### src/rtl/pmct_pkg.sv
`timescale 1ns / 1ps

package pmct_pkg;

    // Cursor coordinate storage width and the hard upper bound on a position.
    localparam int COORD_W    = 12;
    localparam int COORD_BITS = 12;
    localparam logic [COORD_W-1:0] COORD_CAP = COORD_W'((2 ** COORD_BITS) - 1);

    // Button mask and event counter widths.
    localparam int BTN_W   = 32;
    localparam int COUNT_W = 32;

    // Reset values of the configuration registers.
    localparam logic [COORD_W-1:0] MAX_X_RST   = COORD_W'(639);
    localparam logic [COORD_W-1:0] MAX_Y_RST   = COORD_W'(479);
    localparam logic [COORD_W-1:0] SPLIT_X_RST = COORD_W'(320);
    localparam logic [COORD_W-1:0] SPLIT_Y_RST = COORD_W'(250);

    // Reset position of the cursor.
    localparam logic [COORD_W-1:0] POS_X_RST = COORD_W'(32);
    localparam logic [COORD_W-1:0] POS_Y_RST = COORD_W'(24);

    // A packet's first byte carries the three standard buttons.
    localparam logic [7:0] PKT_BTN_MASK = 8'h07;

    // Configuration register indexes.
    typedef enum logic [1:0] {
        CFG_MAX_X   = 2'd0,
        CFG_MAX_Y   = 2'd1,
        CFG_SPLIT_X = 2'd2,
        CFG_SPLIT_Y = 2'd3
    } t_cfg_reg;

    // Input command codes.
    typedef enum logic [1:0] {
        ACT_BYTE   = 2'd0,
        ACT_MOVE   = 2'd1,
        ACT_SET    = 2'd2,
        ACT_BUTTON = 2'd3
    } t_action;

    // Event codes reported with each result.
    typedef enum logic [2:0] {
        KIND_PACKET = 3'd0,
        KIND_MOVE   = 3'd1,
        KIND_SET    = 3'd2,
        KIND_DOWN   = 3'd3,
        KIND_UP     = 3'd4
    } t_event_kind;

    typedef struct packed {
        t_action            action;
        logic [7:0]         data_byte;
        logic signed [15:0] x_value;
        logic signed [15:0] y_value;
        logic [4:0]         button_index;
        logic               button_down;
    } t_in_word;

    typedef struct packed {
        t_event_kind        event_kind;
        logic [COORD_W-1:0] cursor_x;
        logic [COORD_W-1:0] cursor_y;
        logic [BTN_W-1:0]   button_mask;
        logic               focus_request;
        logic [1:0]         focus_region;
        logic [COUNT_W-1:0] event_total;
    } t_out_word;

    typedef struct packed {
        logic [COORD_W-1:0] max_x;
        logic [COORD_W-1:0] max_y;
        logic [COORD_W-1:0] split_x;
        logic [COORD_W-1:0] split_y;
    } t_cfg;

    // Tracker state that reset clears.
    typedef struct packed {
        logic [COORD_W-1:0] pos_x;
        logic [COORD_W-1:0] pos_y;
        logic [BTN_W-1:0]   buttons;
        logic [COUNT_W-1:0] event_count;
        logic [1:0]         byte_index;
    } t_track_state;

    // Clamp a signed candidate position to zero and to the smaller of the
    // register limit and the coordinate cap.
    function automatic logic [COORD_W-1:0] clamp_coord(
        input logic signed [17:0]  value,
        input logic [COORD_W-1:0]  lim_reg
    );
        logic [COORD_W-1:0] lim;
        lim = (lim_reg < COORD_CAP) ? lim_reg : COORD_CAP;
        if (value < 0) begin
            clamp_coord = '0;
        end else if (value > $signed({6'd0, lim})) begin
            clamp_coord = lim;
        end else begin
            clamp_coord = value[COORD_W-1:0];
        end
    endfunction

endpackage

### src/rtl/ps2_mouse_cursor_tracker_unit.sv
`timescale 1ns / 1ps

// A result word is registered into the output register after its input word is taken, or into the
// skid stage while an unaccepted output word is held there; bytes 0 and 1 give none.
// Throughput: one input word per cycle while input ready is high; a single add-and-clamp stage.
// The output register plus a one-word skid stage keep input ready high unless both are full.
// Reset (synchronous, active low) sets the cursor to (32, 24), clears buttons and event count,
// and loads the default limits and splits; the two stored packet bytes are not reset.
module ps2_mouse_cursor_tracker_unit
    import pmct_pkg::*;
(
    input  logic            i_clk,
    input  logic            i_rst_n,
    input  logic            i_in_valid,
    output logic            o_in_ready,
    input  t_in_word        i_in_word,
    output logic            o_out_valid,
    input  logic            i_out_ready,
    output t_out_word       o_out_word,
    input  logic            i_cfg_we,
    input  logic [1:0]      i_cfg_index,
    input  logic [COORD_W-1:0] i_cfg_wdata
);

    t_cfg         r_cfg;
    t_track_state r_state;
    t_track_state n_state;
    logic [7:0]   r_pkt [2];

    logic         pkt_we;
    logic         step_valid;
    t_out_word    step_word;

    logic         in_take;
    logic         res_push;
    logic         out_pop;

    logic         r_out_valid;
    logic         n_out_valid;
    logic         r_skid_valid;
    logic         n_skid_valid;
    t_out_word    r_out_word;
    t_out_word    n_out_word;
    t_out_word    r_skid_word;
    t_out_word    n_skid_word;

    // Configuration registers.
    always_ff @(posedge i_clk) begin
        if (!i_rst_n) begin
            r_cfg.max_x   <= MAX_X_RST;
            r_cfg.max_y   <= MAX_Y_RST;
            r_cfg.split_x <= SPLIT_X_RST;
            r_cfg.split_y <= SPLIT_Y_RST;
        end else if (i_cfg_we) begin
            unique case (t_cfg_reg'(i_cfg_index))
                CFG_MAX_X:   r_cfg.max_x   <= i_cfg_wdata;
                CFG_MAX_Y:   r_cfg.max_y   <= i_cfg_wdata;
                CFG_SPLIT_X: r_cfg.split_x <= i_cfg_wdata;
                CFG_SPLIT_Y: r_cfg.split_y <= i_cfg_wdata;
                default:     r_cfg         <= r_cfg;
            endcase
        end
    end

    pmct_step u_step (
        .i_state        (r_state),
        .i_pkt0         (r_pkt[0]),
        .i_pkt1         (r_pkt[1]),
        .i_cfg          (r_cfg),
        .i_word         (i_in_word),
        .o_state        (n_state),
        .o_pkt_we       (pkt_we),
        .o_result_valid (step_valid),
        .o_result       (step_word)
    );

    assign o_in_ready = !r_skid_valid;
    assign in_take    = i_in_valid && o_in_ready;
    assign res_push   = in_take && step_valid;
    assign out_pop    = r_out_valid && i_out_ready;

    // Tracker state.
    always_ff @(posedge i_clk) begin
        if (!i_rst_n) begin
            r_state.pos_x       <= POS_X_RST;
            r_state.pos_y       <= POS_Y_RST;
            r_state.buttons     <= '0;
            r_state.event_count <= '0;
            r_state.byte_index  <= '0;
        end else if (in_take) begin
            r_state <= n_state;
        end
    end

    // Partial packet bytes.
    always_ff @(posedge i_clk) begin
        if (in_take && pkt_we) begin
            r_pkt[r_state.byte_index[0]] <= i_in_word.data_byte;
        end
    end

    // Output register and skid stage steering.
    always_comb begin
        n_out_valid  = r_out_valid;
        n_skid_valid = r_skid_valid;
        n_out_word   = r_out_word;
        n_skid_word  = r_skid_word;
        if (r_skid_valid) begin
            if (out_pop) begin
                n_out_word   = r_skid_word;
                n_skid_valid = 1'b0;
            end
        end else if (res_push) begin
            if (!r_out_valid || out_pop) begin
                n_out_word  = step_word;
                n_out_valid = 1'b1;
            end else begin
                n_skid_word  = step_word;
                n_skid_valid = 1'b1;
            end
        end else if (out_pop) begin
            n_out_valid = 1'b0;
        end
    end

    always_ff @(posedge i_clk) begin
        if (!i_rst_n) begin
            r_out_valid  <= 1'b0;
            r_skid_valid <= 1'b0;
        end else begin
            r_out_valid  <= n_out_valid;
            r_skid_valid <= n_skid_valid;
        end
    end

    always_ff @(posedge i_clk) begin
        r_out_word  <= n_out_word;
        r_skid_word <= n_skid_word;
    end

    assign o_out_valid = r_out_valid;
    assign o_out_word  = r_out_word;

`ifndef SYNTHESIS
    // The skid stage only fills behind a held output word.
    a_skid_behind_out: assert property (@(posedge i_clk) disable iff (!i_rst_n)
        r_skid_valid |-> r_out_valid)
        else $error("skid word held while output register empty");

    // Every result advances the event count by one.
    a_count_step: assert property (@(posedge i_clk) disable iff (!i_rst_n)
        res_push |=> r_state.event_count == $past(r_state.event_count) + COUNT_W'(1))
        else $error("event count did not advance with a result");

    // Without a result the event count holds.
    a_count_hold: assert property (@(posedge i_clk) disable iff (!i_rst_n)
        !res_push |=> $stable(r_state.event_count))
        else $error("event count changed without a result");

    // The packet byte position never passes the third byte.
    a_byte_index_range: assert property (@(posedge i_clk) disable iff (!i_rst_n)
        r_state.byte_index != 2'd3)
        else $error("packet byte index out of range");

    // A region is only reported alongside a focus request.
    a_region_needs_focus: assert property (@(posedge i_clk) disable iff (!i_rst_n)
        (o_out_valid && !o_out_word.focus_request) |-> o_out_word.focus_region == 2'd0)
        else $error("focus region set without focus request");
`endif

endmodule

### src/rtl/pmct_step.sv
`timescale 1ns / 1ps

module pmct_step
    import pmct_pkg::*;
(
    input  t_track_state i_state,
    input  logic [7:0]   i_pkt0,
    input  logic [7:0]   i_pkt1,
    input  t_cfg         i_cfg,
    input  t_in_word     i_word,
    output t_track_state o_state,
    output logic         o_pkt_we,
    output logic         o_result_valid,
    output t_out_word    o_result
);

    localparam logic [1:0] PKT_LAST = 2'd2;

    logic signed [17:0] cand_x;
    logic signed [17:0] cand_y;
    logic               upd_pos;
    logic               focus;
    t_event_kind        kind;
    logic [BTN_W-1:0]   bit_sel;
    logic [1:0]         region;

    assign bit_sel = BTN_W'(1) << i_word.button_index;

    // Decode the command, form the candidate positions and button mask, then clamp and count.
    always_comb begin
        o_state        = i_state;
        o_pkt_we       = 1'b0;
        o_result_valid = 1'b1;
        upd_pos        = 1'b0;
        focus          = 1'b0;
        kind           = KIND_PACKET;
        cand_x         = '0;
        cand_y         = '0;
        unique case (i_word.action)
            ACT_BYTE: begin
                if (i_state.byte_index != PKT_LAST) begin
                    // First two bytes of a packet are only stored.
                    o_state.byte_index = i_state.byte_index + 2'd1;
                    o_pkt_we           = 1'b1;
                    o_result_valid     = 1'b0;
                end else begin
                    o_state.byte_index = '0;
                    o_state.buttons    = BTN_W'(i_pkt0 & PKT_BTN_MASK);
                    cand_x  = $signed({6'd0, i_state.pos_x})
                            + $signed({{10{i_pkt1[7]}}, i_pkt1});
                    cand_y  = $signed({6'd0, i_state.pos_y})
                            - $signed({{10{i_word.data_byte[7]}}, i_word.data_byte});
                    upd_pos = 1'b1;
                    focus   = i_pkt0[0];
                    kind    = KIND_PACKET;
                end
            end
            ACT_MOVE: begin
                cand_x  = $signed({6'd0, i_state.pos_x})
                        + $signed({{2{i_word.x_value[15]}}, i_word.x_value});
                cand_y  = $signed({6'd0, i_state.pos_y})
                        + $signed({{2{i_word.y_value[15]}}, i_word.y_value});
                upd_pos = 1'b1;
                kind    = KIND_MOVE;
            end
            ACT_SET: begin
                cand_x  = $signed({{2{i_word.x_value[15]}}, i_word.x_value});
                cand_y  = $signed({{2{i_word.y_value[15]}}, i_word.y_value});
                upd_pos = 1'b1;
                kind    = KIND_SET;
            end
            ACT_BUTTON: begin
                if (i_word.button_down) begin
                    o_state.buttons = i_state.buttons | bit_sel;
                    kind            = KIND_DOWN;
                end else begin
                    o_state.buttons = i_state.buttons & ~bit_sel;
                    kind            = KIND_UP;
                end
                focus = (i_word.button_index == 5'd0) && i_word.button_down;
            end
            default: begin
                o_result_valid = 1'b0;
            end
        endcase

        if (upd_pos) begin
            o_state.pos_x = clamp_coord(cand_x, i_cfg.max_x);
            o_state.pos_y = clamp_coord(cand_y, i_cfg.max_y);
        end
        if (o_result_valid) begin
            o_state.event_count = i_state.event_count + COUNT_W'(1);
        end
    end

    // Quadrant of the updated cursor.
    assign region = {o_state.pos_y >= i_cfg.split_y, o_state.pos_x >= i_cfg.split_x};

    always_comb begin
        o_result.event_kind    = kind;
        o_result.cursor_x      = o_state.pos_x;
        o_result.cursor_y      = o_state.pos_y;
        o_result.button_mask   = o_state.buttons;
        o_result.focus_request = focus;
        o_result.focus_region  = focus ? region : 2'd0;
        o_result.event_total   = o_state.event_count;
    end

endmodule

### config.mk
export PLATFORM = sky130hd
export DESIGN_NAME = ps2_mouse_cursor_tracker_unit
export DESIGN_NICKNAME = d
export VERILOG_FILES = /design/src/rtl/pmct_pkg.sv /design/src/rtl/ps2_mouse_cursor_tracker_unit.sv /design/src/rtl/pmct_step.sv
export SDC_FILE = /design/constraint.sdc
export NUM_CORES = 1
export LEC_CHECK = 0
export BUFFER_PORTS_ARGS = -buffer_cell sky130_fd_sc_hd__buf_4
export CORE_MARGIN = 3
export CORE_UTILIZATION = 60
export DETAILED_ROUTE_END_ITERATION = 10
export PLACE_DENSITY = 0.79
export SLEW_MARGIN = 20
export SYNTH_ARGS = -nofsm -noshare
export SYNTH_HDL_FRONTEND = slang
export SYNTH_SLANG_ARGS = --single-unit
### constraint.sdc
create_clock -name i_clk -period 9.51 [get_ports i_clk]
set_input_delay 0.951 -clock i_clk [delete_from_list [all_inputs] [get_ports i_clk]]
set_output_delay 0.951 -clock i_clk [all_outputs]
set_load 0.02 [all_outputs]
==> run metrics, run 1 <==
outcome=finished, final reports clean; clk_skew=19.72 ps; drt drc=0; pwr/cell area=between 150 and 200 nW/µm²; Static Leak=roughly 8.7 nW; Area growth, synth to finish=13.91%; Filler Cell Count=2252; Avg Cell Area, Syn=about 10 µm²; post-synth net total=2045; worst r2r path cells=31; drt first pass iters=5; hold buffers post-CTS=0; CTS Buffer Depth=3; Nets=2171; initial antenna violation count=0; Comb pwr share=approximately 18%; endpoints failing setup=0; Max FO, Critical Path=8; TritonCTS buffer count=35; post-route ant nets=0; # diodes=0; post-synthesis sequential area ratio=47.43%; Chip Height=~180 µm; Num Clock Sinks=339; FF-to-FF Start=r_state[66]; achievable frequency=140.3 MHz; Final period util=74.93%; clk_lat worst skew=approximately 520 ps; Net Switching=988.4 µW; vias per inst=6.169; Synth area leaders=edfxtp_1 32%, dfxtp_1 15%, ha_1 7.0%; R2R Path End=o_out_word[33]; vias in the first global route=14230; CP Capture Point=o_out_word[33]; Starting DRT DRC Count=between 1500 and 2000; Critical Path RT=~9800 ps; GPL Wtd Cong=about 1; Detail Placement HPWL=35.08 mm; ys async rst share=0%; Crit. Startpoint=i_in_word[38]; post-synthesis register bit count=339; dpl ws=1999 ps; CP Class=input port to register; Switching Share=between 20% and 30%; total congestion overflow=0; HP Class=register to register; final wirelength=49.34 mm; row count=63; boundary pin count=about 160; Unique masters post-synth=80; relative slew slack=28.11%; Mapped Cells=around 1900; CTS tree=yes; via count=~15000; clk slew on worst S/H paths=60 ps; EDFF count, synth=between 150 and 200; Initial Utilization=61.63%; clock power share=35.7%; Worst-Margin Slew=1078 ps; minimum clock period=7126 ps; Mapped Area=between 15000 and 20000 µm²; cell count after placement=2349; Synth top area share=32.29%; Final Hold Vio Count=0; slowest stage cell, crit path=a211oi_1; buffers plus inverters on the worst setup path=3; crit start category=input port; Die X=181.6 µm; leading area contributor after synthesis=edfxtp_1; largest net degree at the start of global routing=74; Die Footprint=32990 µm²; Synth Flop Type=edfxtp_1; final worst slack=approximately 2400 ps; Most Frequent Cell on Critical Path=a21o_1; Worst VDD drop=approximately 130 µV; internal power=around 2.6 mW; WL/cell=20.45 µm; WP depth=31; part of the power in registers=a little under half; RSZ-0062 raised after global routing=no; All-Layer GR Usage=between 20% and 30%; Layout Cells excl Fill=2413; warnings from Yosys=0; postcts setup bufs=0; clock root buffer=clkbuf_16; Fin Setup TNS=0 ps; layout cells sized above 1=between 10% and 20%; fin util=70.20%; CTS resizes=0; I/O Buffers=between 150 and 200; core region area=30030 µm²; r2r setup slk=2410 ps; H-tree levels=2; Crit path max-delay family=compound AO/OA/AOI/OAI gates; first-pass GRT wire length=77.82 mm; max cap viols=0; Critical Path AT=7370 ps; Slew Limit Fails=0; Worst Setup End Kind=register; CP max stage delay=580 ps
==> Yosys cell counts (32+ instances only) <==
cell / instances
clkbuf_1: 77
a21boi_0: 32
mux2_2: 81
nand3_1: 32
o211ai_1: 36
inv_1: 88
nor3b_1: 35
and2_1: 32
nand2_1: 211
o21ai_0: 113
a21o_1: 33
xnor2_1: 65
dfxtp_1: 140
nor2_1: 148
ha_1: 104
edfxtp_1: 199
a21oi_1: 102
==> power by group through the flow <==
| stage | clock network, mW | registers (mW) | logic [mW] |
|---|---|---|---|
| 2_1_floorplan | 0 | 1.74 | 0.370 |
| 3_3_place_gp | 0 | 1.70 | 0.602 |
| 3_5_place_dp | 0 | 1.70 | 0.614 |
| 4_1_cts | 1.29 | 1.67 | 0.620 |
| 5_1_grt | 1.35 | 1.68 | 0.687 |
| 6_report | 1.27 | 1.67 | 0.627 |
==> worst register-to-register path, delay by kind of cell, from the launching register on <==
family | cells | cell delay (ps)
AO/OA/AOI/OAI | 19 | 4290
XOR/XNOR | 1 | 110
adder cells (fa/ha/maj) | 4 | 1110
buffers and inverters | 3 | 480
flip-flops | 1 | 350
AND/OR/NAND/NOR | 4 | 480
==> layer usage <==
layer | vias up | wire length [µm] | track usage (%)
li1 | 7040 | - | -
met1 | 7148 | 21260 | 41.48
met2 | 604 | 22750 | 46.41
met3 | 93 | 3900 | 4.768
met4 | 0 | 1436 | 8.288
met5 | - | 0 | 0
==> metrics by stage <==
stage,hold WS (ps),cell area [µm²],power (mW)
6_report,465.2,21080,3.571
5_1_grt,492.9,21080,3.709
4_1_cts,466.0,21080,3.578
3_5_place_dp,458.4,20030,2.313
3_3_place_gp,454.3,20030,2.299
2_1_floorplan,443.5,18510,2.105
==> state kept, by name, indices dropped and copies added (netlist names) <==
name and count:
r_cfg 48, r_pkt 11, o_out_valid 1, r_skid_valid 1, r_skid_word 94, o_out_word 94, r_state 90
==> final cells by class <==
cell class	instances	area, µm²	area share (%)
Multi-Input combinational cell	1353	9099	43.16
Tap cell	390	488.0	2.315
Clock inverter	15	96.34	0.4570
Sequential cell	339	8778	41.64
Inverter	89	335.3	1.591
Timing Repair Buffer	178	1336	6.338
Clock buffer	49	949.7	4.504
==> how the worst min path moves through the flow <==
stage | endpoint | start | slack (ps) | cells after the start
after floorplan | r_cfg[22] | r_cfg[22] | 440 | 2
after global placement | r_cfg[9] | r_cfg[9] | 450 | 2
after detailed placement | r_cfg[8] | r_cfg[8] | 460 | 2
after CTS | r_cfg[8] | r_cfg[8] | 470 | 2
after global routing | r_cfg[14] | r_cfg[14] | 490 | 2
final | r_cfg[8] | r_cfg[8] | 470 | 2
==> placed cells by master, fill, tap and decap left out, types with 7 or more instances in the layout <==
master and count:
nor2b_1 24, clkinv_2 7, o31ai_1 7, nand2_1 210
o21a_1 7, a21boi_0 32, xnor2_1 65, nor3b_1 34
o211ai_1 36, a22oi_1 8, mux2_2 81, o22ai_1 11
a21oi_1 101, inv_1 88, nor2_1 148, clkbuf_1 13
a211oi_1 9, clkbuf_16 36, a222oi_1 11, and2_1 32
a21o_1 33, o221ai_1 11, and3_1 16, or2_2 7
edfxtp_1 199, nand3_1 32, buf_4 178, xor2_1 21
ha_1 104, nand2b_1 13, or3_1 16, dfxtp_1 140
a31oi_1 11, o21ai_0 112, nand4_1 20, mux2i_1 12
o21ai_1 22, nor3_1 23
==> cell families (layout without fill, tap and decap cells) <==
family	after synthesis	in the layout	share of synthesized area [%]
AO/OA/AOI/OAI	467	467	16.34
flip-flops	339	339	47.43
adder cells (fa/ha/maj)	108	108	7.463
multiplexers	96	96	5.800
XOR/XNOR	86	86	4.070
buffers and inverters	178	331	3.617
AND/OR/NAND/NOR	596	596	15.28
(Power assumes the default switching activity.)
==> inputs of run 2 (changes only) <==
--- a/config.mk
+++ b/config.mk
@@ -5,11 +5,12 @@
 export SDC_FILE = /design/constraint.sdc
 export NUM_CORES = 1
 export LEC_CHECK = 0
+export ABC_AREA = 1
 export BUFFER_PORTS_ARGS = -buffer_cell sky130_fd_sc_hd__buf_4
 export CORE_MARGIN = 3
-export CORE_UTILIZATION = 60
+export CORE_UTILIZATION = 55
 export DETAILED_ROUTE_END_ITERATION = 10
-export PLACE_DENSITY = 0.79
+export PLACE_DENSITY = 0.76
 export SLEW_MARGIN = 20
 export SYNTH_ARGS = -nofsm -noshare
 export SYNTH_HDL_FRONTEND = slang
==> constraint.sdc (replaced) <==
create_clock -name i_clk -period 5.9 [get_ports i_clk]
set_input_delay 0.59 -clock i_clk [delete_from_list [all_inputs] [get_ports i_clk]]
set_output_delay 0.59 -clock i_clk [all_outputs]
set_load 0.02 [all_outputs]
==> run metrics, run 2 <==
outcome=finished, final reports clean; vias per inst=5.484 (-11%); Critical Path AT=5670 ps (-1700 ps); sequential cell area=8783 µm² (about the same); most frequent cells in the layout=711 x nand2_1, 349 x inv_1, 205 x a21oi_1, 199 x edfxtp_1, 183 x buf_4; Area growth, synth to finish=15.22%; layout cells sized above 1=11.58% (-4.8 points); drt first pass iters=6 (+1); CTS Buffer Depth=3 (unchanged); Fin Setup TNS=0 ps (unchanged); Num Clock Sinks=339 (unchanged); final wirelength=51.85 mm (+5.1%); boundary pin count=163 (unchanged); initial antenna violation count=0 (unchanged); hold buffers post-CTS=0 (unchanged); buffers plus inverters on the worst setup path=5 (+2); first-pass GRT wire length=81.60 mm (+4.9%); post-synthesis sequential area ratio=45.86% (-1.6 points); achievable frequency=roughly 180 MHz; Slew Limit Fails=0 (unchanged); slowest stage cell, crit path=dfxtp_1; Nets=2754 (+27%); # diodes=0 (unchanged); Static Leak=10.61 nW (+23%); Worst-Margin Slew=1032 ps (-45.84 ps); Max FO, Critical Path=13 (+5); row count=67 (+6.3%); warnings from Yosys=0 (unchanged); WHS=235.9 ps (-229.3 ps); final worst slack=489.1 ps (-1895 ps); post-synthesis register bit count=339 (unchanged); EDFF count, synth=199 (unchanged); Mapped Cells=2449 (+31%); dpl ws=199.9 ps (-1799 ps); Commonest cells post-synth=712 x nand2_1, 350 x inv_1, 206 x a21oi_1; Synth top area share=31.22% (-1.1 points); multi-input combinational cell area=8671 µm² (-4.7%); RSZ-0062 raised after global routing=no; Detail Placement HPWL=37.76 mm (+7.6%); I/O Buffers=162 (unchanged); WP depth=35 (+13%); Unique masters post-synth=49 (-39%); WL/cell=16.97 µm (-17%); via count=16760 (+13%); relative slew slack=31.01% (+2.9 points); largest net degree at the start of global routing=109 (+47%); Crit path max-delay family=simple AND/OR/NAND/NOR gates; Chip Height=192.6 µm (+6.0%); Avg Cell Area, Syn=7.816 µm² (-21%); pwr/cell area=287.8 nW/µm² (+70%); Layout Cells excl Fill=3056 (+27%); leading area contributor after synthesis=edfxtp_1; Synth area leaders=edfxtp_1 31%, dfxtp_1 15%, nand2_1 14%; All-Layer GR Usage=27.62% (-1.5 points); Switching Share=28.75% (+1.1 points); fin util=64.96% (-5.2 points); total congestion overflow=0 (unchanged); Final Hold Vio Count=0 (unchanged); Net Switching=1.825 mW (+85%); Starting DRT DRC Count=1491 (-6.8%); CP Class=register to register; crit start category=register; vias in the first global route=15770 (+11%); Die Footprint=37080 µm² (+12%); worst r2r path cells=35 (+13%); minimum clock period=5411 ps; Worst Setup End Kind=register; part of the power in registers=43.3% (-3.5 points); drt drc=0 (unchanged); CTS tree=yes; Most Frequent Cell on Critical Path=nand2_1; Critical Path RT=6160 ps (-3590 ps); Initial Utilization=56.38% (-5.2 points); most common cell in the netlist=nand2_1; Synth Flop Type=edfxtp_1; Die X=192.6 µm (+6.0%); Mapped Area=19140 µm² (+3.4%); clock power share=38.0% (+2.3 points); HP Class=input port to register; CP max stage delay=440 ps (-140 ps); post-synth net total=2624 (+28%); post-route ant nets=0 (unchanged); Worst VDD drop=196.6 µV (+47%); Hold Path Stages=1 (-1); Final period util=between 90 and 100%; core region area=33950 µm² (+13%); ys async rst share=0% (unchanged); cell count after placement=2987 (+27%); H-tree levels=2 (unchanged); endpoints failing setup=0 (unchanged); clk_lat worst skew=540 ps (+20 ps); clk_skew=9.881 ps (-9.839 ps); clk slew on worst S/H paths=60 ps (about the same); internal power=4.523 mW (+75%); max cap viols=0 (unchanged); Filler Cell Count=2943 (+31%); GPL Wtd Cong=0.9628 (-3.8%); clock root buffer=clkbuf_16; TritonCTS buffer count=37 (+5.7%); leading cell type in the layout, fill and taps excluded=nand2_1; Comb pwr share=18.7% (+1.1 points)
==> run 2: changes by cell type in the layout (fill, tap and decap cells not counted), sizes merged, moves of 34 or more <==
| cell | before | now |
|---|---|---|
| xnor2 | 65 | 7 |
| inv | 89 | 359 |
| nand2 | 211 | 732 |
| o21ai | 134 | 173 |
| a21oi | 102 | 206 |
| nand3 | 32 | 114 |
| nor3b | 35 | 0 |
| mux2 | 84 | 0 |
| a21boi | 34 | 0 |
==> run 2: per-layer routing <==
metal	track usage, %	up-vias	part of all wire (%)
met5	0	-	0
met4	8.574	0	3.1
met3	2.943	101	4.8
met2	49.18	472	50
met1	35.36	7869	42
li1	-	8317	-
==> run 2: final timing paths <==
path / startpoint / end / slack (ps)
setup reg to reg: r_state[78] / o_out_word[32] / 490
setup / recovery: r_state[78] / o_out_word[32] / 490
hold reg to reg: r_cfg[16] / r_cfg[16] / 460
hold / removal: i_in_word[44] / r_pkt[1][6] / 240
==> run 2: cells by family (layout without fill, tap and decap cells) <==
group / Yosys count / count (layout) / synth area share, %
fa+ha+maj: 108 / 108 / 7.216
buf+inv: 452 / 611 / 9.007
xor+xnor: 40 / 40 / 1.869
simple gates: 1044 / 1044 / 22.65
compound gates: 466 / 466 / 13.40
flops: 339 / 339 / 45.86
==> run 2: timing repair <==
action                                 in CTS  in global routing
setup endpoints to repair                   0                  2
buffers inserted                            0                  1
endpoints found under the hold margin       0                  0
gates resized for setup                     0                  3
==> run 2: power by group through the flow <==
| stage | Sequential [mW] | Combinational, mW | Clock, mW |
|---|---|---|---|
| final | 2.75 | 1.19 | 2.41 |
| after global routing | 2.76 | 1.33 | 2.54 |
| after CTS | 2.75 | 1.19 | 2.44 |
| after detailed placement | 2.80 | 1.17 | 0 |
| after global placement | 2.79 | 1.15 | 0 |
| after floorplan | 2.85 | 0.717 | 0 |
==> run 2: area by class of cell <==
class	count	share of cell area, %
clock buffers	49	4.584
clock inverters	19	1.237
inverters	358	6.093
multi-input cells	1658	39.31
flip-flops and latches	339	39.82
well taps	448	2.541
repair buffers	185	6.410
==> run 2: worst register-to-register path: cells and delay by family, from the launching register on <==
kind / cells / cell delay [ps]
buffers and inverters: 5 / 310
and+or+nand+nor: 14 / 1610
xor gates and xnor gates: 1 / 170
adders and majority gates: 4 / 1200
DFF: 1 / 440
AOI/OAI and AO/OA: 11 / 1420
==> run 2: stage by stage <==
stage / power, mW / area [µm²]
3_3_place_gp: 3.937 / 20750
3_5_place_dp: 3.968 / 20750
2_1_floorplan: 3.572 / 19140
6_report: 6.349 / 22060
4_1_cts: 6.375 / 22040
5_1_grt: 6.627 / 22060
